`config.mk`:
```
export PLATFORM = sky130hd
export DESIGN_NAME = rbmc_front
export DESIGN_NICKNAME = d
export VERILOG_FILES = /design/src/rtl/core/rbmc_pkg.sv /design/src/rtl/core/rbmc_front.sv
export SDC_FILE = /design/constraint.sdc
export NUM_CORES = 1
export LEC_CHECK = 0
export BUFFER_PORTS_ARGS = -buffer_cell sky130_fd_sc_hd__buf_2
export CORE_UTILIZATION = 25
export CTS_BUF_LIST = sky130_fd_sc_hd__clkbuf_4
export DETAILED_ROUTE_END_ITERATION = 12
export PLACE_DENSITY = 0.49
export SLEW_MARGIN = 20
export SYNTH_ARGS = -nofsm -noshare
export SYNTH_HDL_FRONTEND = slang
export SYNTH_SLANG_ARGS = --single-unit
```
`constraint.sdc`:
```
create_clock -name clk -period 4.14 [get_ports clk]
set_input_delay 0.207 -clock clk [delete_from_list [all_inputs] [get_ports clk]]
set_output_delay 0.207 -clock clk [all_outputs]
set_load 0.02 [all_outputs]
```
`src/rtl/core/rbmc_pkg.sv`:
```
// Shared types and constants for the 16-bit byte-memory CPU core.
// No dependencies; used by the front end, back end and top level of the core.
package rbmc_pkg;

    localparam int MEM_BYTES = 65536;
    localparam int REG_COUNT = 8;

    localparam logic [15:0] DSP_TOP    = 16'hFFF0;
    localparam logic [15:0] DSP_BOTTOM = 16'hFBEF;
    localparam logic [15:0] CSP_TOP    = 16'hFBF0;
    localparam logic [15:0] CSP_BOTTOM = 16'hF7EF;

    localparam logic ACT_LOAD = 1'b0;
    localparam logic ACT_EXEC = 1'b1;

    localparam logic [2:0] ERR_NONE       = 3'd0;
    localparam logic [2:0] ERR_STACK_OVER = 3'd1;
    localparam logic [2:0] ERR_STACK_UNDR = 3'd2;
    localparam logic [2:0] ERR_CALL_OVER  = 3'd3;
    localparam logic [2:0] ERR_CALL_UNDR  = 3'd4;
    localparam logic [2:0] ERR_DIV_ZERO   = 3'd5;

    typedef enum logic [4:0] {
        OP_NOP  = 5'd0,  OP_LDI  = 5'd1,  OP_LOD  = 5'd2,  OP_STR  = 5'd3,
        OP_CALL = 5'd4,  OP_RET  = 5'd5,  OP_PUSH = 5'd6,  OP_POP  = 5'd7,
        OP_MOV  = 5'd8,  OP_ADD  = 5'd9,  OP_SUB  = 5'd10, OP_MUL  = 5'd11,
        OP_DIV  = 5'd12, OP_MOD  = 5'd13, OP_INC  = 5'd14, OP_DEC  = 5'd15,
        OP_SHL  = 5'd16, OP_SHR  = 5'd17, OP_AND  = 5'd18, OP_NAND = 5'd19,
        OP_OR   = 5'd20, OP_NOR  = 5'd21, OP_XOR  = 5'd22, OP_HALT = 5'd31
    } op_t;

    typedef enum logic [3:0] {
        ST_CLEAR, ST_IDLE, ST_F0, ST_F1, ST_F2, ST_EXEC,
        ST_LOD, ST_RET, ST_POP, ST_DIV
    } state_t;

    typedef struct packed {
        logic        action;
        logic [15:0] load_address;
        logic [7:0]  load_byte;
    } item_t;

    typedef struct packed {
        logic [15:0] program_counter;
        logic [2:0]  error_code;
        logic        halted;
        logic        reg_written;
        logic [2:0]  reg_index;
        logic [15:0] reg_value;
        logic        mem_written;
        logic [15:0] mem_address;
        logic [7:0]  mem_byte;
    } result_t;

endpackage

```
`src/rtl/core/rbmc_front.sv`:
```
// Front end: two-entry input queue that takes transactions and hands them on.
// Depends on rbmc_pkg.
module rbmc_front (
    input  logic           clk,
    input  logic           rst_n,
    input  logic           push,
    output logic           full,
    input  rbmc_pkg::item_t in_item,
    output logic           q_valid,
    output rbmc_pkg::item_t q_item,
    input  logic           q_pop
);

    rbmc_pkg::item_t slot_reg [2];
    logic       wr_ptr_reg;
    logic       rd_ptr_reg;
    logic [1:0] cnt_reg;
    logic       do_push;
    logic       do_pop;

    assign full    = cnt_reg[1];
    assign q_valid = (cnt_reg != 2'd0);
    assign q_item  = slot_reg[rd_ptr_reg];
    assign do_push = push && !full;
    assign do_pop  = q_pop && q_valid;

    always_ff @(posedge clk or negedge rst_n)
    begin
        if (!rst_n)
        begin
            wr_ptr_reg <= 1'b0;
            rd_ptr_reg <= 1'b0;
            cnt_reg    <= 2'd0;
        end
        else
        begin
            if (do_push)
            begin
                wr_ptr_reg <= !wr_ptr_reg;
            end
            if (do_pop)
            begin
                rd_ptr_reg <= !rd_ptr_reg;
            end
            if (do_push && !do_pop)
            begin
                cnt_reg <= cnt_reg + 2'd1;
            end
            else if (do_pop && !do_push)
            begin
                cnt_reg <= cnt_reg - 2'd1;
            end
        end
    end

    always_ff @(posedge clk)
    begin
        if (do_push)
        begin
            slot_reg[wr_ptr_reg] <= in_item;
        end
    end

endmodule

```
Word-level counts from Yosys, hierarchy flattened
Memories as Yosys holds them, arrays and structs flattened.
Index checks and enable logic that the tools add are counted.

word-level totals
  register bits after elaboration = 4
  memory bits (writable) = 50
  input port bits = 29
  output and inout port bits = 27
  logic and storage cells = 21
  memories = 1

operators by class
  add/subtract/negate cells = 2
  muxes and demuxes = 4
  reductions and logical operators = 11

memories
  name      words  width  rd ports  clocked after Yosys merged registers in  wr ports  RTL line          RTL
  slot_reg  2      25     1         0                                        1         rbmc_front.sv:14  rbmc_pkg::item_t slot_reg [2];

operators with widths
  kind                                                                 count
  1-bit zero test                                                      5
  1-bit logical AND                                                    4
  2-bit 2-to-1 mux                                                     2
  2-bit nonzero test                                                   2
  2-bit by 1-bit adder with 2-bit output (second input constant)       1
  1-bit 2-to-1 mux                                                     2
  2-bit by 1-bit subtractor with 2-bit output (second input constant)  1

Longest topological paths before layout
  word-level depth = 6
  depth in mapped cells = 6
  gate-level depth less buffers = 6

Worst setup path before layout
No wires, ideal clock.

  path kind = flip-flop to flip-flop
  start point = reg cnt_reg[1]
  end point = mem slot_reg[0][0] (netlist name) (enable)
  library setup time = 0.407 ns
  arrival = 1.757 ns
  data required time = 3.733 ns
  path slack = 1.977 ns
  stages on the path, launching flop included = 3
  path buffers = 0
  period minus slack after synthesis = 2.163 ns
  cells stage by stage = dfrtp_1 nand2b_1 nor2_1

on the way
  longest elaborated chain between the ends = 4

RTL lines
  item                                    RTL line          RTL
  start: declaration                      rbmc_front.sv:17  logic [1:0] cnt_reg;
  start signal: assignment                rbmc_front.sv:47  cnt_reg <= cnt_reg + 2'd1;
  start signal: assignment                rbmc_front.sv:51  cnt_reg <= cnt_reg - 2'd1;
  1-bit zero test                         rbmc_front.sv:24  assign do_push = push && !full;
  1-bit logical AND                       rbmc_front.sv:24
  1-bit 2-to-1 mux                        rbmc_front.sv:58  if (do_push)
  1-bit 2-to-1 mux (not written as such)  rbmc_front.sv:60  slot_reg[wr_ptr_reg] <= in_item;
  end: declaration                        rbmc_front.sv:14

Every way passes these cells.

==> reports/qor.txt <==
dpl cells = 255
pwr dens = 634 nW/um^2
final wirelength = 3480 um
Hold Path Class = in2reg
GP Congestion = 0.640
gr busiest metal = met2
gr usage total = 0.0845
Vert. Die Dim = 93.6 um
Static Leak = 1.06 nW
DR WL/cell = 12.6 um
Core Region = 8180 sq um
dpl ws = 2.46 ns
Avg Inst Size Synth = 22.1 sq um
Initial Util = 0.256
full die area = 8750 sq um
largest net degree at the start of global routing = 26
crit-path max FO = 19
peak supply drop = 0.000197 V
initial DRC count = 15
sequential share of the synthesized area = 0.764
Yosys warning count = 0
critical path class = reg2out
CP Data Required Time = 3.93 ns
clock latency at the later pin of the worst-skew pair = 0.37 ns
Detailed Routing Iterations Pass 1 = 2
layout cell share with drive strength beyond 1 = 0.541
Fillers = 825
Yosys top cell area share = 0.716
Max Fclk = 485 MHz
CTS root buffer = clkbuf_4
R2R cell count = 4
Layout Nets = 199
RSZ-0062 raised after global routing = false
Post-Syn Nets = 125
Via-to-Cell Ratio = 3.85
met3 Use GR = 0.0309
H-tree levels = 2
Critical-path top delay cell = dfrtp_1
Synth Instances = 95
Final period util = 0.498
die width = 93.6 um
Ports = 56
outcome = finished clean
global-route wire length before repair = 5410 um
GRT Residual Overflow = 0
Yosys reg bits = 54
met1 usage = 0.0943
TritonCTS clock tree = done
FF/Latch Area = 1600 sq um
Yosys cell types = 15
HPWL Detailed = 2450 um
post-layout util = 0.328
ANT nets after route = 0
Core Rows = 33
Tmin final = 2.06 ns
DR vias = 1058
max_cap viols = 0
PortBufs = 55
critical path capture point type = primary output
synth top area cells = edfxtp_1, mux2_4, dfrtp_1, mux2_2, buf_12
max FFs per register = 50
CTS Buf Count = 5
Fin Hold WS = 0.0297 ns
CP peak stage delay = 0.57 ns
endpoints failing hold = 0
final slew viol count = 0
met2 usage = 0.145
Setup-failing EPs final = 0
Worst Tran Pin Value = 0.362 ns
crit-path cells = buf_4, mux2_4, buf_2
Netlist Area Pre-Place = 2100 sq um
area of the multi-input gates = 442 sq um
cts repair resizes = 0
clock skew = 0.0132 ns
initial antenna violation count = 0
Slew headroom = 0.759
Sinks on Clock Net = 54
setup_tns = 0 ns
CTS clk-pin slew, worst paths = 0.15 ns
via count of the first global-routing pass = 1121
Synth area leader = edfxtp_1
post-route insts no fill = 275
area delta synth->final = 27.8%
Clock Path Buffers = 2
Antenna Cells = 0
reg2reg setup slack = 2.61 ns
Final WS setup = 2.08 ns
critical path arrival = 1.86 ns
Hold Path Depth = 1
DR DRC count = 0
crit start category = flop
cell usage after synthesis (all sizes together):
| master | n |
|---|---|
| or2 | 1 |
| nand2 | 1 |
| and2 | 1 |
| nand2b | 1 |
| ha | 1 |
| nor2 | 2 |
| xnor2 | 3 |
| mux2 | 25 |
| xor2 | 2 |
| inv | 1 |
| dfrtp | 4 |
| buf | 3 |
| edfxtp | 50 |
critical path: cells and delay by family (launching register included):
family / cells / cell delay (ns)
flip-flops: 1 / 0.57
multiplexers: 1 / 0.33
buffers and inverters: 2 / 0.57
cell usage in the layout, fill, tap and decap left out:
cell | synthesis | routed
ha_1 | 1 | 1
or2_1 | 1 | 1
dfrtp_1 | 4 | 4
nor2_1 | 2 | 1
xnor2_1 | 3 | 3
edfxtp_1 | 50 | 50
mux2_2 | 6 | 6
clkbuf_4 | 0 | 6
bufinv_16 | 0 | 1
buf_4 | 0 | 3
and2_1 | 1 | 1
dlygate4sd3_1 | 0 | 12
xor2_1 | 2 | 2
inv_1 | 1 | 1
nand2b_1 | 1 | 1
nand2_1 | 1 | 1
mux2_4 | 19 | 19
nor2_2 | 0 | 1
clkinvlp_4 | 0 | 1
buf_2 | 0 | 55
metal layers:
metal  part of all wire  vias up
met2               0.49       37
met5                  0        -
li1                   -      509
met1               0.42      506
met3              0.070        6
met4              0.016        0
path summary, 6_finish.rpt:
check                                       end        start
worst max-delay path                 q_item[14]   rd_ptr_reg
worst min-delay path            slot_reg[1][20]  in_item[20]
worst max register to register  slot_reg[1][12]   cnt_reg[1]
worst min register to register       cnt_reg[1]   cnt_reg[1]
max in group asynchronous            rd_ptr_reg        rst_n
min in group asynchronous            cnt_reg[1]        rst_n
where the power goes:
part           total, mW  switching [mW]  internal [mW]
combinational      0.637           0.345          0.292
sequential         0.772          0.0490          0.723
clock              0.289           0.155          0.134
per-stage QoR:
step	power (mW)	instance area (sq um)
after floorplan	1.29	2100
after global placement	1.41	2480
after detailed placement	1.43	2480
after CTS	1.72	2580
after global routing	1.79	2680
final	1.70	2680
area by class of cell:
cell class / count / area share
clock buffer: 6 / 0.0168
tap: 105 / 0.0490
multi-input combinational: 37 / 0.165
inverter: 1 / 0.00140
clock inverter: 2 / 0.0140
sequential: 54 / 0.598
timing repair buffer: 70 / 0.156
repair_timing:
item | CTS | global route
hold endpoints to repair | 6 | 19
buffers inserted | 0 | 0
hold buffers | 2 | 10
kinds of logic (layout without fill, tap and decap cells):
family,Yosys count,in the layout,synth area share
mux,25,25,0.168
fa+ha+maj,1,1,0.00597
simple gates,6,6,0.0143
xor+xnor,5,5,0.0209
flops,54,54,0.764
buf+inv,4,79,0.0263
Power figures use the tool's default switching activity.
